File: src/hdl/sas_ram.sv
`timescale 1ns / 1ps
`default_nettype none
module sas_ram #(
  parameter int unsigned Width = 8,
  parameter int unsigned Depth = 16
) (
  input  wire logic                     clk_i,
  input  wire logic                     we_i,
  input  wire logic [$clog2(Depth)-1:0] waddr_i,
  input  wire logic [Width-1:0]         wdata_i,
  input  wire logic [$clog2(Depth)-1:0] raddr_i,
  output logic      [Width-1:0]         rdata_o
);
  logic [Width-1:0] mem_q [Depth];

  always_ff @(posedge clk_i) begin
    if (we_i) begin
      mem_q[waddr_i] <= wdata_i;
    end
    rdata_o <= mem_q[raddr_i];
  end
endmodule
`default_nettype wire

File: config.mk
export PLATFORM = sky130hd
export DESIGN_NAME = sas_ram
export DESIGN_NICKNAME = d
export VERILOG_FILES = /design/src/hdl/sas_ram.sv
export SDC_FILE = /design/constraint.sdc
export NUM_CORES = 1
export LEC_CHECK = 0
export CAP_MARGIN = 25
export CORE_ASPECT_RATIO = 1.1
export CORE_MARGIN = 2
export CORE_UTILIZATION = 45
export CTS_BUF_LIST = sky130_fd_sc_hd__clkbuf_4
export DETAILED_ROUTE_END_ITERATION = 10
export DONT_BUFFER_PORTS = 1
export PLACE_DENSITY_LB_ADDON = 0.25
export SETUP_SLACK_MARGIN = 0.1
export SYNTH_ARGS = -nofsm -noshare
export SYNTH_HDL_FRONTEND = slang
export SYNTH_SLANG_ARGS = --single-unit
File: constraint.sdc
create_clock -name clk_i -period 2.1 [get_ports clk_i]
set_clock_uncertainty 0.2 [all_clocks]
set_input_delay 0.42 -clock clk_i [delete_from_list [all_inputs] [get_ports clk_i]]
set_output_delay 0.42 -clock clk_i [all_outputs]
set_load 0.05 [all_outputs]
* Yosys cells after proc, flatten, opt, wreduce, memory -nomap -nowiden
Memory sizes are Yosys's and may differ from the RTL's. A register that Yosys moved wholly into a read port is not among the register bits.
Cells that the tools add are included.
** Storage, ports and cells
- Register bits :: 0
- RAM bits :: 128
- Input port bits :: 18
- Output and inout bits :: 8
- Logic and storage cells :: 3
- Memories :: 1
** Memories
- mem_q :: words 16, width 8, read ports 1, clocked after Yosys merged registers in 1, write ports 1, RTL line 14 : logic [Width-1:0] mem_q [Depth];
** Operators by class
- Muxes and demuxes :: 2
** Operator list (number)
- 2-to-1 mux 1 bit :: 2

* Longest topological paths before layout
- Depth in word-level cells :: 2
- Mapped depth :: 5
- Gate-level depth less buffers :: 3

* Worst setup path before layout
OpenSTA, ideal clock, no wires.
- Path kind :: input to register
- From :: input waddr_i[2]
- To :: memory mem_q[0][0], enable pin
- Arrival :: 1.530 ns
- Required time :: 1.517 ns
- Slack :: -0.013 ns
- Stages :: 2
- Cell sequence :: or3b_2 -> nor3_1
** RTL lines
- start: declaration :: RTL line 9 : input wire logic [$clog2(Depth)-1:0] waddr_i,
- end: declaration :: RTL line 14
No word-level cell before the write port.

* Worst setup path after layout
- From :: register rdata_o[3], read port of mem_q
- To :: output rdata_o[3]
** RTL lines
- start: declaration :: RTL line 12 : output logic [Width-1:0] rdata_o
No word-level cell between the ends.

==> Flow_metrics.wiki <==
{| class="wikitable"
! Metric !! Value
|-
| CP required || 1480 ps
|-
| Leading register cell type out of synthesis || sky130_fd_sc_hd__edfxtp_1
|-
| Post-synth EDFFs || ~130
|-
| Crit path kind || flip-flop to output port
|-
| Max clock buf depth || 2
|-
| FF-to-FF Start || mem_q[1][1]
|-
| Global-route wire length before repair || around 14 mm
|-
| RSZ-0062 raised after global routing || false
|-
| IO buf count || 0
|-
| Number of routed nets with antenna violations || 0
|-
| Detailed-routing iteration count for the pre-antenna-repair pass || 4
|-
| Post-route worst setup slack || roughly 280 ps
|-
| Peak supply drop || between 0.0003 and 0.0004 V
|-
| Seq/Total Area, Yosys || 0.778
|-
| Synthesized Nets || between 200 and 250
|-
| Top post-synthesis cells by area || sky130_fd_sc_hd__edfxtp_1 (75%), sky130_fd_sc_hd__mux4_2 (7.9%), sky130_fd_sc_hd__mux4_1 (7.1%), sky130_fd_sc_hd__dfxtp_1 (3.1%), sky130_fd_sc_hd__a22oi_1 (2.3%)
|-
| Number of cells traversed by the worst register-to-register path || 3
|-
| Overall routed net length || 9.60 mm
|-
| Clock tree root buffer cell || sky130_fd_sc_hd__clkbuf_4
|-
| Count of yosys warnings during synthesis || 0
|-
| Initial antenna violation count || 1
|-
| Critical path capture point type || output port
|-
| Least-Margin Pin Slew || between 600 and 700 ps
|-
| Run status || complete, no violations
|-
| Worst-path clk slew || ~120 ps
|-
| Via density per instance || ~5.5
|-
| Leak Pwr || 1.87 nW
|-
| Asr flop ratio synth || 0
|-
| Width of the chip || 106 um
|-
| Sum of negative setup slack || 0 ps
|-
| Cts hold-fix bufs || 10
|-
| Fin crit share || 0.869
|-
| Crit path max fanout || 1
|-
| Effective utilization at floorplan || 0.465
|-
| Path length in cells of the critical path || 0
|-
| Reg-to-reg critical path endpoint || rdata_o[1]
|-
| Number of primary I/O pins || 26
|-
| Synth top cells by count || sky130_fd_sc_hd__edfxtp_1 (128), sky130_fd_sc_hd__mux4_2 (18), sky130_fd_sc_hd__a22oi_1 (16)
|-
| Synth Register Bits || around 140
|-
| Final routed DRC violation total || 0
|-
| H-tree lvl count || 4
|-
| Worst slew margin || 0.581
|-
| Data arrival at the endpoint of the critical path || ~1200 ps
|-
| Count of endpoints failing setup in the final report || 0
|-
| Number of DRC violations after detailed-routing iteration 0 || around 180
|-
| Global-route usage over all layers || 0.169
|-
| Util after Layout || 0.520
|-
| Post_cts resized || 0
|-
| Fraction of synthesized cell area taken by the top area cell type || 0.747
|-
| Most used standard cell by instance count after synthesis || sky130_fd_sc_hd__edfxtp_1
|-
| Vias || about 2300
|-
| Post-synthesis average cell area || about 22 um2
|-
| Number of nets at the end of the flow || approximately 280
|-
| Clock Latency Late Sink || slightly above 500 ps
|-
| Weighted congestion reported at the end of routability-driven placement || 0.759
|-
| Sort of element at the start of the critical path || flip-flop
|-
| Fraction of final layout cells sized beyond drive strength 1 || 0.247
|-
| Crit path capture || rdata_o[3]
|-
| Startpoint of the most critical setup path || rdata_o[3]
|-
| Path class of the lowest-slack min-delay path || input port to flip-flop
|-
| Number of global-route vias before repair || 2330
|-
| Post-Syn Instances || between 200 and 250
|-
| Largest net degree at the start of global routing || 33
|-
| Number of maximum-capacitance violations || 0
|-
| Synth cell types || 19
|-
| Count of standard-cell rows || 40
|-
| Fin Hold WS || 50.9 ps
|-
| Mapped Area || 5150 um2
|-
| WL/cell || ~22 um
|-
| Postcts setup bufs || 0
|-
| Max Clk Rate || ~0.55 GHz
|-
| DIE HEIGHT || around 120 um
|-
| Floorplan Core Area || 11100 um2
|-
| Clock tree from TritonCTS || built
|-
| Number of hold-slack violations in the final timing report || 0
|-
| Floorplan die area || between 10000 and 15000 um2
|-
| Setup WS pre-CTS || ~370 ps
|-
| Final Max Slew Viols || 0
|-
| Largest area contributor in the synthesized netlist || sky130_fd_sc_hd__edfxtp_1
|-
| Final critical delay including setup and external delays || 1820 ps
|-
| Layout-stage area growth over the synthesis result || 11.7%
|-
| Post-detail-place hpwl || a little under 6 mm
|-
| Number of CTS-inserted buffers || 17
|-
| Number of clock sinks seen by CTS || 136
|-
| Total overflow reported by the global router || 0
|-
| Reg-to-reg setup timing slack || between 500 and 600 ps
|-
| PD cells || around 850 nW/um2
|}
## layout by cell type (no fill, tap or decap)
cell type / count
sky130_fd_sc_hd__bufinv_16: 1
sky130_fd_sc_hd__and2_1: 1
sky130_fd_sc_hd__nor3_1: 3
sky130_fd_sc_hd__clkbuf_4: 18
sky130_fd_sc_hd__or3b_2: 1
sky130_fd_sc_hd__a22oi_1: 16
sky130_fd_sc_hd__clkinv_4: 4
sky130_fd_sc_hd__clkinv_1: 1
sky130_fd_sc_hd__diode_2: 1
sky130_fd_sc_hd__nor3_2: 1
sky130_fd_sc_hd__clkinvlp_4: 2
sky130_fd_sc_hd__nor2b_1: 1
sky130_fd_sc_hd__mux4_1: 14
sky130_fd_sc_hd__nand2_1: 9
sky130_fd_sc_hd__dfxtp_1: 8
sky130_fd_sc_hd__nand3b_1: 2
sky130_fd_sc_hd__mux4_2: 18
sky130_fd_sc_hd__buf_4: 18
sky130_fd_sc_hd__and2b_1: 1
sky130_fd_sc_hd__nand2b_1: 2
sky130_fd_sc_hd__edfxtp_1: 128
sky130_fd_sc_hd__dlygate4sd3_1: 10
sky130_fd_sc_hd__nor2_1: 13
sky130_fd_sc_hd__clkinv_2: 3
sky130_fd_sc_hd__inv_6: 3
sky130_fd_sc_hd__nand3_1: 1
## report_power, final
group          total, mW  switching [mW]  internal [mW]
sequential          3.12          0.0855           3.03
combinational      0.219           0.113          0.106
clock               1.54           0.936          0.607
## flip-flops by register name, indices dropped and copies added (netlist names)
register,flops
mem_q,128
rdata_o,8
## worst min path at each step
stage | endpoint | slack, ps | start | cells after the start
finish | rdata_o[0] | 50 | raddr_i[0] | 3
detailed placement | mem_q[10][4] | 320 | wdata_i[4] | 0
floorplan | mem_q[0][0] | 320 | wdata_i[0] | 0
global placement | mem_q[0][0] | 320 | wdata_i[0] | 0
CTS | rdata_o[0] | 7 | raddr_i[0] | 3
global route | mem_q[0][6] | 4 | waddr_i[1] | 2
## cells by family (layout without fill, tap and decap cells)
family          after synthesis  in the layout  synth area share
buf+inv                      10             60            0.0168
flops                       136            136             0.778
simple gates                 35             35            0.0318
compound gates               16             16            0.0233
mux                          32             32             0.150
other cells                   0              1                 0
## per-layer routing
| metal | global-route usage | part of all wire |
|---|---|---|
| met1 | 0.234 | 0.42 |
| met2 | 0.263 | 0.49 |
| met3 | 0.0508 | 0.076 |
| met4 | 0.0553 | 0.011 |
| met5 | 0 | 0 |
## through the flow
step | cell area, um2 | cells | total power [mW]
after detailed placement | 5390 | 384 | 3.35
final | 5750 | 427 | 4.88
after global placement | 5390 | 384 | 3.34
after floorplan | 5150 | 229 | 3.32
after global routing | 5750 | 427 | 5.05
after CTS | 5750 | 426 | 4.92
## final cells by class
| type | instances | area (um2) |
|---|---|---|
| tap | 147 | 184 |
| multi-input combinational | 83 | 1060 |
| sequential | 136 | 4000 |
| antenna | 1 | 2.50 |
| timing repair buffer | 28 | 235 |
| fill | 869 | 5310 |
| clock inverter | 14 | 125 |
| clock buffer | 18 | 135 |
## worst min-delay path, cell delays in order
cell	delay [ps]
sky130_fd_sc_hd__mux4_2	190
sky130_fd_sc_hd__a22oi_1	50
sky130_fd_sc_hd__nand2_1	60
Note: power is estimated with default switching activity, not from simulation.
